`src/hdl/edrs_pkg.sv`:
```
// Package for the elevator disk request scheduler: status codes and
// the stored request record. No dependencies.
`timescale 1ns / 1ps
package edrs_pkg;

    typedef enum logic [1:0] {
        ST_INSERTED = 2'd0,
        ST_FULL     = 2'd1,
        ST_SERVED   = 2'd2,
        ST_EMPTY    = 2'd3
    } status_t;

    localparam logic ACT_INSERT   = 1'b0;
    localparam logic ACT_SCHEDULE = 1'b1;

    localparam logic [7:0] RESET_CYLINDER = 8'd12;

    typedef struct packed {
        logic [7:0] id;
        logic [7:0] cyl;
        logic [4:0] track;
        logic [2:0] sector;
    } req_t;

    localparam int REQ_W = $bits(req_t);

endpackage

```
`src/hdl/elevator_disk_request_scheduler.sv`:
```
// Top level of the elevator (SCAN) disk request scheduler.
// Depends on edrs_pkg and edrs_ram.
`timescale 1ns / 1ps
// Requests enter when start is high and busy is low; every request gives
// one result, shown for a single cycle with done high. A schedule walks
// the pending table through one read port and one compare unit: one pass
// over the N pending entries and a closing state, a second pass when no
// entry sits on the head cylinder, a third when the arm reverses, then a
// fetch of the chosen entry and a compaction sweep that shifts later
// entries down one slot, with a read and a write per entry. Results cannot
// be stalled. No clearing pass after reset.
module elevator_disk_request_scheduler #(
    parameter int TABLE_DEPTH = 16
) (
    input  logic                 clk,
    input  logic                 rst_n,
    input  logic                 start,
    output logic                 busy,
    input  logic                 action,
    input  logic [7:0]           request_id,
    input  logic [7:0]           request_cylinder,
    input  logic [4:0]           request_track,
    input  logic [2:0]           request_sector,
    output logic                 done,
    output logic [1:0]           status,
    output logic [7:0]           served_id,
    output logic [7:0]           served_cylinder,
    output logic [4:0]           served_track,
    output logic [2:0]           served_sector,
    output logic                 moving_down,
    output logic [$clog2(TABLE_DEPTH+1)-1:0] pending_count
);
    import edrs_pkg::*;

    localparam int AW = $clog2(TABLE_DEPTH);
    localparam int CW = $clog2(TABLE_DEPTH + 1);

    typedef enum logic [3:0] {
        S_IDLE, S_INS, S_SCAN, S_SCAN_END, S_FETCH, S_FETCH_WAIT, S_SHIFT_RD,
        S_SHIFT_WR, S_DONE
    } state_t;

    // Search passes: same cylinder, ahead, reverse extreme
    typedef enum logic [1:0] {
        P_SAME, P_AHEAD, P_EXTREME
    } pass_t;

    state_t          state_reg;
    pass_t           pass_reg;
    logic [CW-1:0]   count_reg;
    logic [7:0]      head_cyl_reg;
    logic [2:0]      head_sec_reg;
    logic            arm_down_reg;
    logic [CW-1:0]   rd_idx_reg;   // address issued
    logic [CW-1:0]   cmp_idx_reg;  // index of data now on rdata
    logic            cmp_vld_reg;
    logic            found_reg;
    logic [AW-1:0]   best_reg;
    logic [7:0]      best_key_reg;
    req_t            chosen_reg;
    logic [CW-1:0]   sh_idx_reg;

    logic            done_reg;
    status_t         status_reg;
    req_t            out_reg;

    logic            we;
    logic [AW-1:0]   waddr;
    logic [REQ_W-1:0] wdata;
    logic [AW-1:0]   raddr;
    logic [REQ_W-1:0] rdata;
    req_t            rd_req;

    assign rd_req = req_t'(rdata);

    edrs_ram #(.WIDTH(REQ_W), .DEPTH(TABLE_DEPTH)) u_table (
        .clk   (clk),
        .we    (we),
        .waddr (waddr),
        .wdata (wdata),
        .raddr (raddr),
        .rdata (rdata)
    );

    // Shared compare unit: key and candidate test for the current pass
    logic [7:0] key;
    logic       cand;
    logic       better;
    logic [2:0] sdist;
    always_comb
    begin
        sdist  = (rd_req.sector >= head_sec_reg) ? rd_req.sector - head_sec_reg
                                                 : head_sec_reg - rd_req.sector;
        key    = rd_req.cyl;
        cand   = 1'b1;
        better = 1'b0;
        case (pass_reg)
            P_SAME:
            begin
                key    = {5'd0, sdist};
                cand   = (rd_req.cyl == head_cyl_reg);
                better = key < best_key_reg;
            end
            P_AHEAD:
            begin
                cand   = arm_down_reg ? (rd_req.cyl < head_cyl_reg)
                                      : (rd_req.cyl > head_cyl_reg);
                better = arm_down_reg ? (key > best_key_reg) : (key < best_key_reg);
            end
            default:
            begin
                better = arm_down_reg ? (key > best_key_reg) : (key < best_key_reg);
            end
        endcase
    end

    // Table port muxing
    always_comb
    begin
        we    = 1'b0;
        waddr = count_reg[AW-1:0];
        wdata = {request_id, request_cylinder, request_track, request_sector};
        raddr = rd_idx_reg[AW-1:0];
        if (state_reg == S_IDLE && start && action == ACT_INSERT
            && count_reg < CW'(TABLE_DEPTH))
        begin
            we = 1'b1;
        end
        else if (state_reg == S_SHIFT_WR)
        begin
            we    = 1'b1;
            waddr = sh_idx_reg[AW-1:0];
            wdata = rdata;
        end
    end

    // Sequencer and registered outputs
    always_ff @(posedge clk or negedge rst_n)
    begin
        if (!rst_n)
        begin
            state_reg    <= S_IDLE;
            pass_reg     <= P_SAME;
            count_reg    <= '0;
            head_cyl_reg <= RESET_CYLINDER;
            head_sec_reg <= 3'd0;
            arm_down_reg <= 1'b0;
            rd_idx_reg   <= '0;
            cmp_idx_reg  <= '0;
            cmp_vld_reg  <= 1'b0;
            found_reg    <= 1'b0;
            best_reg     <= '0;
            best_key_reg <= '0;
            chosen_reg   <= '0;
            sh_idx_reg   <= '0;
            done_reg     <= 1'b0;
            status_reg   <= ST_INSERTED;
            out_reg      <= '0;
        end
        else
        begin
            done_reg <= 1'b0;
            unique case (state_reg)
                S_IDLE:
                begin
                    if (start)
                    begin
                        out_reg <= '0;
                        if (action == ACT_INSERT)
                        begin
                            if (count_reg < CW'(TABLE_DEPTH))
                            begin
                                count_reg  <= count_reg + 1'b1;
                                status_reg <= ST_INSERTED;
                            end
                            else
                            begin
                                status_reg <= ST_FULL;
                            end
                            state_reg <= S_INS;
                        end
                        else if (count_reg == '0)
                        begin
                            status_reg <= ST_EMPTY;
                            state_reg  <= S_INS;
                        end
                        else
                        begin
                            pass_reg    <= P_SAME;
                            rd_idx_reg  <= '0;
                            cmp_vld_reg <= 1'b0;
                            found_reg   <= 1'b0;
                            state_reg   <= S_SCAN;
                        end
                    end
                end
                S_INS:
                begin
                    done_reg  <= 1'b1;
                    state_reg <= S_IDLE;
                end
                S_SCAN:
                begin
                    // Issue next read, compare the word returned
                    cmp_idx_reg <= rd_idx_reg;
                    cmp_vld_reg <= (rd_idx_reg < count_reg);
                    if (rd_idx_reg < count_reg)
                    begin
                        rd_idx_reg <= rd_idx_reg + 1'b1;
                    end
                    if (cmp_vld_reg && cand && (!found_reg || better))
                    begin
                        found_reg    <= 1'b1;
                        best_reg     <= cmp_idx_reg[AW-1:0];
                        best_key_reg <= key;
                    end
                    if (!(rd_idx_reg < count_reg) && !cmp_vld_reg)
                    begin
                        state_reg <= S_SCAN_END;
                    end
                end
                S_SCAN_END:
                begin
                    rd_idx_reg  <= '0;
                    cmp_vld_reg <= 1'b0;
                    if (found_reg)
                    begin
                        rd_idx_reg <= CW'(best_reg);
                        state_reg  <= S_FETCH;
                    end
                    else
                    begin
                        if (pass_reg == P_SAME)
                        begin
                            pass_reg <= P_AHEAD;
                        end
                        else
                        begin
                            pass_reg     <= P_EXTREME;
                            arm_down_reg <= ~arm_down_reg;
                        end
                        state_reg <= S_SCAN;
                    end
                end
                S_FETCH:
                begin
                    state_reg <= S_FETCH_WAIT;
                end
                S_FETCH_WAIT:
                begin
                    chosen_reg <= rd_req;
                    sh_idx_reg <= CW'(best_reg);
                    rd_idx_reg <= CW'(best_reg) + 1'b1;
                    state_reg  <= S_SHIFT_RD;
                end
                S_SHIFT_RD:
                begin
                    // Pull the next later entry down one slot
                    if (sh_idx_reg + 1'b1 < count_reg)
                    begin
                        state_reg <= S_SHIFT_WR;
                    end
                    else
                    begin
                        state_reg <= S_DONE;
                    end
                end
                S_SHIFT_WR:
                begin
                    sh_idx_reg <= sh_idx_reg + 1'b1;
                    rd_idx_reg <= rd_idx_reg + 1'b1;
                    state_reg  <= S_SHIFT_RD;
                end
                S_DONE:
                begin
                    count_reg    <= count_reg - 1'b1;
                    head_cyl_reg <= chosen_reg.cyl;
                    head_sec_reg <= chosen_reg.sector;
                    out_reg      <= chosen_reg;
                    status_reg   <= ST_SERVED;
                    state_reg    <= S_INS;
                end
                default:
                begin
                    state_reg <= S_IDLE;
                end
            endcase
        end
    end

    assign busy            = (state_reg != S_IDLE);
    assign done            = done_reg;
    assign status          = status_reg;
    assign served_id       = out_reg.id;
    assign served_cylinder = out_reg.cyl;
    assign served_track    = out_reg.track;
    assign served_sector   = out_reg.sector;
    assign moving_down     = arm_down_reg;
    assign pending_count   = count_reg;

`ifndef SYNTH
    // A result only follows a busy cycle
    a_done_after_busy: assert property (@(posedge clk) disable iff (!rst_n)
        done |-> $past(busy)) else $error("result without work");
    // Count never exceeds the table depth
    a_count_bound: assert property (@(posedge clk) disable iff (!rst_n)
        count_reg <= CW'(TABLE_DEPTH)) else $error("count overflow");
    // A served request shrinks the table by one (count drops in S_DONE, before done is raised in S_INS)
    a_served_dec: assert property (@(posedge clk) disable iff (!rst_n)
        (done && status_reg == ST_SERVED) |-> count_reg == $past(count_reg, 2) - 1'b1)
        else $error("served without removal");
`endif
endmodule

```
`src/hdl/edrs_ram.sv`:
```
// Generic single-port-write, single-port-read RAM with registered read data.
// No dependencies.
`timescale 1ns / 1ps
module edrs_ram #(
    parameter int WIDTH = 8,
    parameter int DEPTH = 16
) (
    input  logic                     clk,
    input  logic                     we,
    input  logic [$clog2(DEPTH)-1:0] waddr,
    input  logic [WIDTH-1:0]         wdata,
    input  logic [$clog2(DEPTH)-1:0] raddr,
    output logic [WIDTH-1:0]         rdata
);
    logic [WIDTH-1:0] mem [DEPTH];

    // Write one word, register the read word
    always_ff @(posedge clk)
    begin
        if (we)
        begin
            mem[waddr] <= wdata;
        end
        rdata <= mem[raddr];
    end
endmodule

```
`config.mk`:
```
export PLATFORM = sky130hd
export DESIGN_NAME = elevator_disk_request_scheduler
export DESIGN_NICKNAME = d
export VERILOG_FILES = /design/src/hdl/edrs_pkg.sv /design/src/hdl/elevator_disk_request_scheduler.sv /design/src/hdl/edrs_ram.sv
export SDC_FILE = /design/constraint.sdc
export NUM_CORES = 1
export LEC_CHECK = 0
export ABC_AREA = 1
export BUFFER_PORTS_ARGS = -buffer_cell sky130_fd_sc_hd__buf_2
export CAP_MARGIN = 20
export CORE_MARGIN = 2
export CORE_UTILIZATION = 45
export CTS_BUF_LIST = sky130_fd_sc_hd__clkbuf_8 sky130_fd_sc_hd__clkbuf_16
export DETAILED_ROUTE_END_ITERATION = 7
export PLACE_DENSITY_LB_ADDON = 0.08
export SLEW_MARGIN = 20
export SYNTH_ARGS = -nofsm -noshare
export SYNTH_HDL_FRONTEND = slang
export SYNTH_SLANG_ARGS = --single-unit
```
`constraint.sdc`:
```
create_clock -name clk -period 2.7 [get_ports clk]
set_input_delay 0.54 -clock clk [delete_from_list [all_inputs] [get_ports clk]]
set_output_delay 0.54 -clock clk [all_outputs]
set_load 0.05 [all_outputs]
```
After elaboration in Yosys (flattened, before gate mapping)
Memory sizes are Yosys's and may differ from the RTL's. A register that Yosys moved wholly into a read port is not among the register bits.
Cells that the tools add are included.
{ "word_totals": {"regBits": 102, "ram_bits": 384, "input_bits": 28, "output_inout_bits": 34, "word_cells": 147, "memories": 1} }
{ "op_classes": {"addsub": 7, "magnitude_cmp": 9, "eq_ne": 20, "mux": 52, "n_bitwise": 4, "n_reduce_logical": 31} }
{ "memory_table": {"columns": ["memory", "depth", "word_bits", "rd", "rd_ports_with_merged_regs", "wr", "line_no", "rtl"], "rows": [
  ["u_table.mem", 16, 24, 1, 1, 1, "edrs_ram.sv:15", "logic [WIDTH-1:0] mem [DEPTH];"]
]} }
{ "op_table": {"columns": ["cell", "count"], "rows": [
  ["24-bit two-way mux", 3],
  ["24-bit case mux with 2 select lines", 1],
  ["5-bit two-way mux", 7],
  ["4-bit case mux with 7 select lines", 1],
  ["5-bit case mux with 5 select lines", 1],
  ["4-bit two-way mux", 6],
  ["2-bit two-way mux", 10],
  ["5-bit case mux with 2 select lines", 2],
  ["4-bit by 3-bit equality test with 1-bit output, second input constant", 4],
  ["8-bit greater-than comparator", 2],
  ["8-bit < comparator", 2],
  ["2-bit inequality test, second input constant", 8],
  ["5-bit by 1-bit adder with 5-bit output, second input constant", 3],
  ["5-bit AND reduction", 3],
  ["1-bit two-way mux", 13],
  ["5-bit < comparator", 2],
  ["4-bit by 2-bit equality test with 1-bit output, second input constant", 2],
  ["8-bit equality test", 1],
  ["3-bit by 8-bit < comparator with 1-bit output", 1],
  ["8-bit two-way mux", 1],
  ["2-bit case mux with 2 select lines", 2],
  ["4-bit AND reduction", 2],
  ["2-bit nonzero test", 4],
  ["1-bit logical AND", 6],
  ["other kinds (25)", 36]
]} }

Longest topological paths before layout
Gate-level depths: netlist of run 1.
{ "logic_depth": {"word_depth": 8, "depth_mapped": 20, "depth_no_buf": 20} }

By module
A second synthesis of run 1 with hierarchy kept.
{ "unflattened": {"cells_unflattened": 2315, "area_unflattened_um2": 22708.0} }
{ "modules_own_cells": {"columns": ["mod", "instances", "cells_per_inst", "area_per_inst_um2", "seq_area_each_um2"], "rows": [
  ["edrs_ram", 1, 1597, 16948.8, 12011.5],
  ["elevator_disk_request_scheduler", 1, 718, 5759.3, 2555.0]
]} }

Worst setup path before layout of run 1
No wires, ideal clock.
{ "synth_path": {"path_type": "register to register", "start": "register count_reg[1], in the netlist pending_count[1]", "end": "memory u_table.mem[11][0] in the netlist's numbering, enable pin", "setup_ns": 0.405, "t_arrival_ns": 2.354, "required_time_ns": 2.295, "setup_slack_ns": -0.059, "path_stages_with_launch": 6, "path_buffers": 0, "period_less_slack_ns": 2.759, "cell_sequence": "dfrtp_1 inv_1 nand2_1 o21ai_0 nand3b_1 nor2_1"} }
{ "synth_via": {"elab_chain_len": 5} }
{ "synth_lines": {"columns": ["item", "line_no", "rtl"], "rows": [
  ["start, declared", "elevator_disk_request_scheduler.sv:50", "logic [CW-1:0] count_reg;"],
  ["start signal, assigned", "elevator_disk_request_scheduler.sv:173", "count_reg <= count_reg + 1'b1;"],
  ["start signal, assigned", "elevator_disk_request_scheduler.sv:276", "count_reg <= count_reg - 1'b1;"],
  ["5-bit < comparator", "elevator_disk_request_scheduler.sv:125", "&& count_reg < CW'(TABLE_DEPTH))"],
  ["1-bit logical AND", "elevator_disk_request_scheduler.sv:125", null],
  ["1-bit two-way mux", "elevator_disk_request_scheduler.sv:124", "if (state_reg == S_IDLE && start && action == ACT_INSERT"],
  ["1-bit two-way mux", "edrs_ram.sv:20", "if (we)"],
  ["1-bit two-way mux (not written as such)", "edrs_ram.sv:22", "mem[waddr] <= wdata;"],
  ["end, declared", "edrs_ram.sv:15", null]
]} }
Parallel ways exist; a longest one is shown, timed or not.

Final worst setup path of run 1
{ "layout_path": {"start": "register state_reg[3]", "end": "memory u_table.mem[8][0] in the netlist's numbering, enable pin"} }
{ "layout_via": {"elab_chain_len": 7} }
{ "layout_lines": {"columns": ["item", "line_no", "rtl"], "rows": [
  ["start, declared", "elevator_disk_request_scheduler.sv:48", "state_t state_reg;"],
  ["start signal, assigned", "elevator_disk_request_scheduler.sv:142", "state_reg <= S_IDLE;"],
  ["start signal, assigned", "elevator_disk_request_scheduler.sv:180", "state_reg <= S_INS;"],
  ["start signal, assigned", "elevator_disk_request_scheduler.sv:185", "state_reg <= S_INS;"],
  ["4-bit logical NOT", "elevator_disk_request_scheduler.sv:124", null],
  ["1-bit logical AND (2 in a row)", "elevator_disk_request_scheduler.sv:124", null],
  ["1-bit logical AND", "elevator_disk_request_scheduler.sv:125", null],
  ["1-bit two-way mux", "elevator_disk_request_scheduler.sv:124", null],
  ["1-bit two-way mux", "edrs_ram.sv:20", null],
  ["1-bit two-way mux (not written as such)", "edrs_ram.sv:22", null]
]} }
Parallel ways exist; a longest one is shown, timed or not.

==> results of run 1 <==
[cell type report]
cell class                      instances  area, sq um
Antenna cell                            1         2.50
Clock buffer                           59         1410
Clock inverter                         41          277
Fill cell                            4008        22100
Inverter                              131          499
Multi-Input combinational cell        974         5700
Sequential cell                       510        14600
Tap cell                              607          759
Timing Repair Buffer                  122         1060
[path summary, 6_finish.rpt]
kind	end	cells past startpoint
setup / recovery	u_table.mem[8][0]	8
hold / removal	status[1]	3
setup reg to reg	u_table.mem[8][0]	8
hold reg to reg	cmp_idx_reg[3]	2
max in group asynchronous	head_cyl_reg[2]	3
min in group asynchronous	state_reg[3]	2
[cell families after synthesis]
kind of cell	count (synthesis)	share of synthesized area, %
flip-flops	510	69.2
AND/OR/NAND/NOR	489	9.47
AO/OA/AOI/OAI	371	11.1
buffers and inverters	221	4.35
multiplexers	66	3.14
adder cells (fa/ha/maj)	38	2.37
XOR/XNOR	10	0.416
[report_power, final]
part           internal, W  total (W)  leakage (nW)  switching [W]
combinational      0.00222    0.00734          3.16        0.00512
sequential         0.00968     0.0103          4.97       0.000668
clock              0.00402    0.00705         0.890        0.00303
total               0.0159     0.0247          9.02        0.00882
[stage by stage]
stage	util [%]	worst slack [ns]
after floorplan	-	-0.0588
after global placement	48.7	0.108
after detailed placement	48.7	0.101
after CTS	52.3	0.0902
after global routing	52.4	-0.00575
final	52.4	0.174
[what timing repair did]
item | 4_1_cts | 5_1_grt
resized for setup | 0 | 7
setup endpoints to repair | 0 | 21
endpoints found under the hold margin | 40 | 0
hold buffers | 1 | 0
buffers inserted | 0 | 0
[routing by layer]
layer / up-vias / GRT usage [%] / share of wire (%)
met3: 57 / 3.12 / 4.9
met4: 0 / 5.59 / 1.7
met2: 308 / 37.1 / 49
met5: - / 0 / 0
met1: 6662 / 30.8 / 45
li1: 6314 / - / -
[Yosys cell counts (all sizes together) (2+ instances only)]
cell / count
buf: 43
inv: 130
nand2: 226
o32ai: 26
dfrtp: 100
clkbuf: 47
nor3: 8
o211ai: 28
dfstp: 2
xnor2: 4
dfxtp: 24
nor2: 202
o221ai: 67
nand3b: 2
a21oi: 16
ha: 35
xor2: 6
mux2i: 66
edfxtp: 384
o22ai: 13
fa: 3
o21a: 2
o21ai: 211
o21bai: 2
a31oi: 2
nand4: 4
nand3: 45
[worst reg2reg max path: stages, from the launching register on]
cell and delay [ns]:
dfrtp_1 0.39, inv_2 0.09, nand2_2 0.09, inv_2 0.10
nand2_4 0.14, o21ai_0 0.37, nand3_1 0.44, nor2_4 0.36
buf_12 0.23
[layout by cell type (no fill, tap or decap), drive strengths merged, types with 2 or more instances in the layout]
| master | netlist | routed |
|---|---|---|
| a21oi | 16 | 16 |
| a31oi | 2 | 2 |
| buf | 43 | 121 |
| bufinv | 0 | 3 |
| clkbuf | 47 | 59 |
| clkinv | 1 | 19 |
| dfrtp | 100 | 100 |
| dfstp | 2 | 2 |
| dfxtp | 24 | 24 |
| edfxtp | 384 | 384 |
| fa | 3 | 3 |
| ha | 35 | 35 |
| inv | 130 | 149 |
| mux2i | 66 | 66 |
| nand2 | 226 | 226 |
| nand3 | 45 | 45 |
| nand3b | 2 | 2 |
| nand4 | 4 | 4 |
| nor2 | 202 | 202 |
| nor3 | 8 | 8 |
| o211ai | 28 | 28 |
| o21a | 2 | 2 |
| o21ai | 211 | 211 |
| o21bai | 2 | 2 |
| o221ai | 67 | 67 |
| o22ai | 13 | 13 |
| o32ai | 26 | 26 |
| xnor2 | 4 | 4 |
| xor2 | 6 | 6 |
==> metrics.cfg, run 1 <==
[clocking]
cts_buffers = 53
clk_latency_ns = 0.61
clk_path_buf_depth = 3
cts_tree = yes
path_clk_slew_ns = 0.06
cts-root-buf = clkbuf_16
cts_max_level = 2
clock_sinks = 510

[sta]
tightest_slew_ns = 0.964
slew_headroom_pct = 35.7
hold_viol_final = 0
fmax_ghz = 0.396
finalSetupTns_ns = 0
finalMaxSlewViolations = 0
finalCriticalPeriod_ns = 2.53
rsz0062_at_grt = true
setup_viol = 0
finalCritPeriodShare_pct = 93.6
whs_ns = 0.288
skew_ns = 0.0198

[die]
floorplan.initialDensity_pct = 45.4
die_area_sq_um = 48500
rows = 79
core-area_sq_um = 46400
fp.dieW_microns = 220
die_h_microns = 220
ios = 62

[worst_setup_path]
criticalPathCategory = flop to flop
crit_start = state_reg[3]
cp_top_family = simple AND/OR/NAND/NOR gates
cp-start-kind = flop
critPathArrivalTime_ns = 2.83
worstPathRequired_ns = 3.00
path_cells = inv_2 > nand2_2 > inv_2 > nand2_4 > o21ai_0 > nand3_1 > nor2_4 > buf_12
crit_buf_inv = 3
worst_path_max_delay_cell = nand3_1
r2r-start = state_reg[3]
path_max_fanout = 20
endpoint_kind = flop
max_stage_delay_ns = 0.44
cpMostUsedCell = inv_2
regToRegSetupSlack_ns = 0.17

[synth]
netlist_area_sq_um = 21100
yosysUniqueCellTypes = 47
syn_nets = 1771
yosys-top-cells-area = edfxtp_1, dfrtp_1, o21ai_0
syn_area_per_cell_sq_um = 12.3
ys_dominant_reg_cell = edfxtp_1
async_reset_ff_share_pct = 20.0
synth-seq-cells = 510
synth-edff-count = 384
synth_warnings = 0
yosys.area.top_type_share_pct = 54.8
synth-seq-area-share_pct = 69.2
syn_inst = 1705
yosysTopAreaCell = edfxtp_1

[layout]
area_growth_pct = 15.3
final_area_sq_um = 24300
drive_gt1_share_pct = 13.6
finalNetCount = 1858
final_cells = 2445
largest_reg_flops = 384

[routing]
viasPerCell = 5.46
finalWirelength_microns = 52700
drc = 0
drtAntennaViolNets = 0
wl_per_cell_microns = 21.5
vias = 13300
first_pass_iters = 5
drt_iter0_drc = 1251

[global_routing]
grt_pass1_wl_microns = 80600
grt_start_max_net_pins = 99
grt_pass1_vias = 13200
antenna_found_initial = 0
overflow = 0
track_usage_pct = 22.2

[placed_design]
hpwlAfterDp_microns = 32300
dpl.cell_count = 2343
post_dp_cell_area_sq_um = 22600
port_buffers = 61
gp_congestion = 0.829

[hold_path]
hp-class = primary input to flop
worstHoldStart = action

[run_status]
status = complete, no violations

[pwr]
ir_drop_v = 0.000740
p_per_area_nw_per_um2 = 1020
p_total_w = 0.0247
leakage_nw = 9.02

[run]
cap_violations = 0

(Power assumes the default switching activity.)
==> inputs of run 2 (changes only) <==
- CELL_PAD_IN_SITES_DETAIL_PLACEMENT: not set -> 1
- CELL_PAD_IN_SITES_GLOBAL_PLACEMENT: not set -> 2
- CORE_UTILIZATION: 45 -> 39
- CTS_CLUSTER_DIAMETER: not set -> 50
==> run 2 against run 1 <==
  * Register-to-register slack barely moved
  * Core utilization shrank 6.0 points
  * Power is 5.1% higher
  * Die area is 15% higher
  * Sequential cell count stayed put
  * Count of clock-buffer cells in the layout increased by 4
  * Clock skew increased by 0.0038 ns
  * First-iteration DRC count shrank 36%
  * Global-route usage is 0.68 points lower
  * Worst setup slack got worse by 0.0066 ns
  * Critical path depth is 9 higher
  * Critical path type unchanged
==> metrics.cfg, run 2 (synthesis results as in run 1) <==
[run_status]
status = complete, no violations

[sta]
tightest_slew_ns = 0.954  ; -0.0107 ns
setup_viol = 0  ; unchanged
fmax_ghz = 0.395  ; -0.26%
slew_headroom_pct = 36.4  ; +0.72 points
hold_viol_final = 0  ; unchanged
finalCritPeriodShare_pct = 93.8  ; +0.24 points
finalCriticalPeriod_ns = 2.53  ; +0.00656 ns
rsz0062_at_grt = true
skew_ns = 0.0235  ; +0.00377 ns
finalMaxSlewViolations = 0  ; unchanged
whs_ns = 0.343  ; +0.0549 ns

[die]
floorplan.initialDensity_pct = 39.3  ; -6.1 points
die_h_microns = 236  ; +7.3%
fp.dieW_microns = 236  ; +7.3%
core-area_sq_um = 53600  ; +16%
rows = 85  ; +7.6%
ios = 62  ; unchanged
die_area_sq_um = 55900  ; +15%

[global_routing]
grt_pass1_vias = 14100  ; +6.9%
antenna_found_initial = 2  ; +2
grt_pass1_wl_microns = 89900  ; +12%
overflow = 0  ; unchanged
grt_start_max_net_pins = 84  ; -15%
track_usage_pct = 21.5  ; -0.68 points

[routing]
wl_per_cell_microns = 23.4  ; +8.5%
finalWirelength_microns = 60100  ; +14%
vias = 13800  ; +3.3%
viasPerCell = 5.36  ; -1.7%
drtAntennaViolNets = 0  ; unchanged
drc = 0  ; unchanged
first_pass_iters = 7  ; +2
drt_iter0_drc = 806  ; -36%

[layout]
finalNetCount = 1888  ; +1.6%
final_util_pct = 46.4  ; -6.0 points
final_cells = 2570  ; +5.1%
layout_common_cells = edfxtp_1, nand2_1, o21ai_0, nor2_1, inv_1
fillers = 5601  ; +40%
drive_gt1_share_pct = 15.8  ; +2.2 points
largest_reg_flops = 384  ; unchanged
final_common_cell = edfxtp_1
area_growth_pct = 18.2

[worst_setup_path]
path_cells = inv_1 > ha_1 > inv_2 > fa_2 > nand2_1 > nand2_1 > ha_1 > a21oi_1 > o21bai_1 > nand2_1 > a21oi_1 > nand2_1 > nand2_2 > buf_6 > buf_4 > nand2_1 > nand2_1
criticalPathCategory = flop to flop
crit_start = u_table.rdata[0]
max_stage_delay_ns = 0.43  ; about the same
r2r-start = u_table.rdata[0]
endpoint_kind = flop
cpMostUsedCell = nand2_1
regToRegSetupSlack_ns = 0.17  ; about the same
cp-start-kind = flop
r2r_cells = 17  ; +9
r2r-end = best_key_reg[0]
critPathArrivalTime_ns = 3.05  ; +0.22 ns
worst_path_max_delay_cell = fa_2
critPathCapture = best_key_reg[0]
worstPathRequired_ns = 3.22  ; +0.22 ns
path_max_fanout = 5  ; -75%

[placed_design]
gp_congestion = 0.779  ; -6.0%
dpl.cell_count = 2451  ; +4.6%
port_buffers = 61  ; unchanged
hpwlAfterDp_microns = 36200  ; +12%

[pwr]
intPower_w = 0.0167  ; +5.2%
p_per_area_nw_per_um2 = 1040  ; +2.5%
p_switching_w = 0.00925  ; +4.9%
ir_drop_v = 0.000534  ; -28%
leakage_nw = 9.27  ; +2.8%
p_sw_share_pct = 35.6  ; -0.075 points
pwr-share-seq_pct = 39.9  ; -1.9 points
power_frac_comb_pct = 29.4  ; -0.3 points
clkPwrFrac_pct = 30.6  ; +2.1 points

[clocking]
clock_sinks = 510  ; unchanged
cts_max_level = 2  ; unchanged
cts_buffers = 59  ; +11%
clk_latency_ns = 0.64  ; +0.03 ns
path_clk_slew_ns = 0.06  ; about the same
cts_tree = yes
clk_path_buf_depth = 3  ; unchanged
cts-root-buf = clkbuf_16

[hold_path]
hp-class = primary input to flop

[run]
cap_violations = 0  ; unchanged

-- run 2: changes by cell type in the layout (fill, tap and decap cells not counted), sizes merged --
cell / before / now
buf: 121 / 144
clkbuf: 59 / 63
bufinv: 3 / 6
clkinv: 19 / 21
clkinvlp: 1 / 3
inv: 149 / 150
nor2: 202 / 203
-- run 2: power groups by stage --
| stage | registers [W] | logic, W | clock network (W) |
|---|---|---|---|
| 2_1_floorplan | 0.0109 | 0.00440 | 0 |
| 3_3_place_gp | 0.0105 | 0.00750 | 0 |
| 3_5_place_dp | 0.0105 | 0.00761 | 0 |
| 4_1_cts | 0.0104 | 0.00766 | 0.00816 |
| 5_1_grt | 0.0105 | 0.00853 | 0.00844 |
| 6_report | 0.0104 | 0.00765 | 0.00796 |
-- run 2: layout make-up --
cell class	count	area [sq um]	share of cell area [%]
flip-flops and latches	510	14600	58.6
multi-input cells	975	5760	23.2
clock buffers	63	1540	6.20
repair buffers	145	1210	4.85
well taps	696	871	3.50
inverters	131	497	2.00
clock inverters	49	425	1.71
diodes	1	2.50	0.0101
-- run 2: timing repair --
action	4_1_cts	5_1_grt
endpoints found under the hold margin	17	0
hold buffers	1	0
endpoints found under the setup margin	0	37
setup buffers	0	4
gates resized for setup	0	20
-- run 2: metal layers --
metal	track usage, %	vias up	part of all wire [%]
li1	-	6391	-
met1	29.9	7065	46
met2	35.8	239	48
met3	2.63	84	3.6
met4	5.58	0	2.1
met5	0	-	0
-- run 2: worst min-delay path by stage --
stage / endpoint / slack [ns] / from / depth (start not counted)
2_1_floorplan: best_key_reg[0] / 0.24 / rst_n / 0
3_3_place_gp: pending_count[4] / 0.46 / rst_n / 1
3_5_place_dp: rd_idx_reg[4] / 0.46 / rst_n / 1
4_1_cts: status[1] / 0.31 / action / 4
5_1_grt: status[1] / 0.36 / action / 4
6_report: status[1] / 0.34 / action / 4
-- run 2: critical path: cells and delay by family (launching register included) --
family                   cells  cell delay, ns
adder cells (fa/ha/maj)      3            0.90
AND/OR/NAND/NOR              7            0.49
buffers and inverters        4            0.39
flip-flops                   1            0.36
AO/OA/AOI/OAI                3            0.30
-- run 2: metrics by stage --
stage               area [sq um]  setup TNS (ns)  total power [W]  setup WS, ns
floorplan                  21100           -8.79           0.0153       -0.0588
global placement           22800               0           0.0180         0.103
detailed placement         22800               0           0.0181        0.0828
CTS                        24800               0           0.0262        0.0561
global route               24900         -0.0113           0.0274       -0.0113
finish                     24900               0           0.0260         0.167
==> inputs of run 3 (changes only) <==
- GPL_TIMING_DRIVEN: not set -> 0
==> run 3 against run 2 <==
  * The flow now finishes with violations (negative setup slack)
  * Core utilization up 1.8 points
  * Maximum frequency fell by 6.5%
  * Register-to-register slack worse by 0.18 ns
  * Clock skew rose by 0.0075 ns
  * Die area stayed put
  * Sequential power about the same
  * Critical path depth is 2 higher
  * Power grew 8.3%
  * Sequential share of layout area down 2.2 points
  * Global-route usage up 3.9 points
==> metrics.cfg, run 3 (synthesis results as in run 1) <==
[clocking]
clk_path_buf_depth = 3  ; unchanged
clk_latency_ns = 0.62  ; -0.02 ns
clock_sinks = 510  ; unchanged
path_clk_slew_ns = 0.05  ; about the same
cts_buffers = 68  ; +15%
cts-root-buf = clkbuf_16
cts_tree = yes
cts_max_level = 3  ; +1

[die]
floorplan.initialDensity_pct = 39.3  ; unchanged
die_h_microns = 236  ; unchanged
fp.dieW_microns = 236  ; unchanged
rows = 85  ; unchanged
ios = 62  ; unchanged
die_area_sq_um = 55900  ; unchanged
core-area_sq_um = 53600  ; unchanged

[placed_design]
hpwlAfterDp_microns = 48500  ; +34%
post_dp_cell_area_sq_um = 22900  ; +0.67%
port_buffers = 61  ; unchanged
dpl.cell_count = 2490  ; +1.6%
gp_congestion = 0.797  ; +2.4%
preCtsSetupSlack_ns = -0.266  ; -0.348 ns

[routing]
drtAntennaViolNets = 0  ; unchanged
drc = 0  ; unchanged
drt_iter0_drc = 1205  ; +50%
finalWirelength_microns = 70900  ; +18%
wl_per_cell_microns = 26.8  ; +15%
vias = 14500  ; +5.0%
first_pass_iters = 5  ; -2
viasPerCell = 5.48  ; +2.2%

[hold_path]
whs_endpoint = status[1]
hold_depth = 3  ; -1
hp-class = primary input to flop
worstHoldStart = action

[global_routing]
use_met1_pct = 33.7  ; +3.8 points
grt_pass1_wl_microns = 102000  ; +14%
antenna_found_initial = 2  ; unchanged
grt.busiest_layer = met2
track_usage_pct = 25.5  ; +3.9 points
overflow = 0  ; unchanged
grt_start_max_net_pins = 68  ; -19%
use_met3_pct = 3.86  ; +1.2 points
grtUsageMet2_pct = 42.7  ; +6.9 points
grt_pass1_vias = 15000  ; +7.0%

[layout]
seq_area_sq_um = 14600  ; about the same
antenna_cells = 0  ; -1
largest_reg_flops = 384  ; unchanged
final_util_pct = 48.2  ; +1.8 points
final_area_sq_um = 25900  ; +3.9%
layout_common_cells = edfxtp_1, nand2_1, nor2_1, o21ai_0, inv_1
final_cells = 2642  ; +2.8%
fillers = 5573  ; -0.50%
area_growth_pct = 22.8
finalNetCount = 1957  ; +3.7%
drive_gt1_share_pct = 18.0  ; +2.3 points
multi_input_area_sq_um = 5860  ; +1.7%
final_common_cell = edfxtp_1

[sta]
finalMaxSlewViolations = 0  ; unchanged
slew_headroom_pct = 39.0  ; +2.5 points
rsz0062_at_grt = true
finalCritPeriodShare_pct = 100  ; +6.5 points
finalCriticalPeriod_ns = 2.71  ; +0.177 ns
hold_viol_final = 0  ; unchanged
setup_viol = 1  ; +1
tightest_slew_ns = 0.916  ; -0.0381 ns
skew_ns = 0.0310  ; +0.00747 ns
fin_ws_ns = -0.00953  ; -0.177 ns
finalSetupTns_ns = -0.00953  ; -0.00953 ns
fmax_ghz = 0.369  ; -6.5%

[pwr]
p_per_area_nw_per_um2 = 1090  ; +4.2%
ir_drop_v = 0.000561  ; +5.2%
intPower_w = 0.0177  ; +5.8%
pwr-share-seq_pct = 36.7  ; -3.2 points
p_switching_w = 0.0104  ; +13%
leakage_nw = 9.69  ; +4.5%
power_frac_comb_pct = 30.7  ; +1.3 points
p_sw_share_pct = 37.1  ; +1.5 points
clkPwrFrac_pct = 32.6  ; +2.0 points

[worst_setup_path]
critPathArrivalTime_ns = 3.18  ; +0.13 ns
criticalPathCategory = flop to flop
endpoint_kind = flop
worst_path_max_delay_cell = dfrtp_1
regToRegSetupSlack_ns = -0.01  ; -0.18 ns
r2r-start = head_sec_reg[0]
path_max_fanout = 5  ; unchanged
max_stage_delay_ns = 0.40  ; -0.03 ns
r2r-end = best_reg[3]
worstPathRequired_ns = 3.17  ; -0.05 ns
cp-start-kind = flop
r2r_cells = 19  ; +2
path_cells = inv_2 > ha_4 > inv_4 > fa_2 > xnor2_1 > nand2_1 > nand2_2 > inv_2 > ha_4 > inv_2 > o21bai_1 > nand2_1 > a21oi_2 > nand2_2 > nand2_4 > inv_8 > clkbuf_16 > nand2_2 > o21ai_1

[run]
cap_violations = 0  ; unchanged

[run_status]
violations = negative setup slack
status = complete, but fails checks

run 3: changes by cell type in the layout (fill, tap and decap cells not counted), sizes merged:
cell	previous run	this run
clkbuf	63	120
buf	144	156
inv	150	156
clkinv	21	16
bufinv	6	9
clkinvlp	3	4
diode	1	0
nor2	203	202
run 3: worst max path at each step:
stage / from / end / cells after the start
2_1_floorplan: pending_count[1] / u_table.mem[11][0] / 5
3_3_place_gp: state_reg[3] / u_table.mem[9][9] / 7
3_5_place_dp: u_table.rdata[2] / best_reg[2] / 18
4_1_cts: head_sec_reg[0] / best_reg[2] / 19
5_1_grt: head_sec_reg[0] / best_reg[3] / 19
6_report: head_sec_reg[0] / best_reg[3] / 19
run 3: power groups by stage:
stage                     clock network, W  logic, W  registers (W)
after detailed placement                 0   0.00829         0.0105
after CTS                          0.00932   0.00840         0.0103
after global placement                   0   0.00795         0.0105
after floorplan                          0   0.00440         0.0109
after global routing               0.00962   0.00944         0.0104
final                              0.00916   0.00864         0.0103
run 3: critical path, delay by kind of cell (launching register included):
| kind | cells | cell delay [ns] |
|---|---|---|
| XOR/XNOR | 1 | 0.17 |
| buffers and inverters | 6 | 0.41 |
| AO/OA/AOI/OAI | 3 | 0.33 |
| adder cells (fa/ha/maj) | 3 | 0.75 |
| flip-flops | 1 | 0.40 |
| AND/OR/NAND/NOR | 6 | 0.51 |
run 3: per-stage QoR:
step / power (W) / hold WS (ns)
after floorplan: 0.0153 / 0.244
after global placement: 0.0184 / 0.447
after detailed placement: 0.0188 / 0.468
after CTS: 0.0281 / 0.301
after global routing: 0.0295 / 0.385
final: 0.0281 / 0.332
run 3: area by class of cell:
type | instances | area share [%]
tap | 696 | 3.37
buffer | 89 | 1.72
inverter | 131 | 1.95
multi-input combinational | 974 | 22.7
sequential | 510 | 56.4
clock buffer | 71 | 6.78
clock inverter | 54 | 2.04
timing repair buffer | 117 | 5.11
run 3: routing by layer:
layer	share of wire, %	wire length, microns
met1	43	30600
met2	49	34500
met3	5.0	3540
met4	3.2	2270
met5	0	0
run 3: timing repair:
item	4_1_cts	5_1_grt
pin swaps	14	18
hold buffers	1	0
endpoints found under the hold margin	35	0
setup buffers	18	7
cloned	0	2
setup endpoints to repair	238	163
resized for setup	10	56
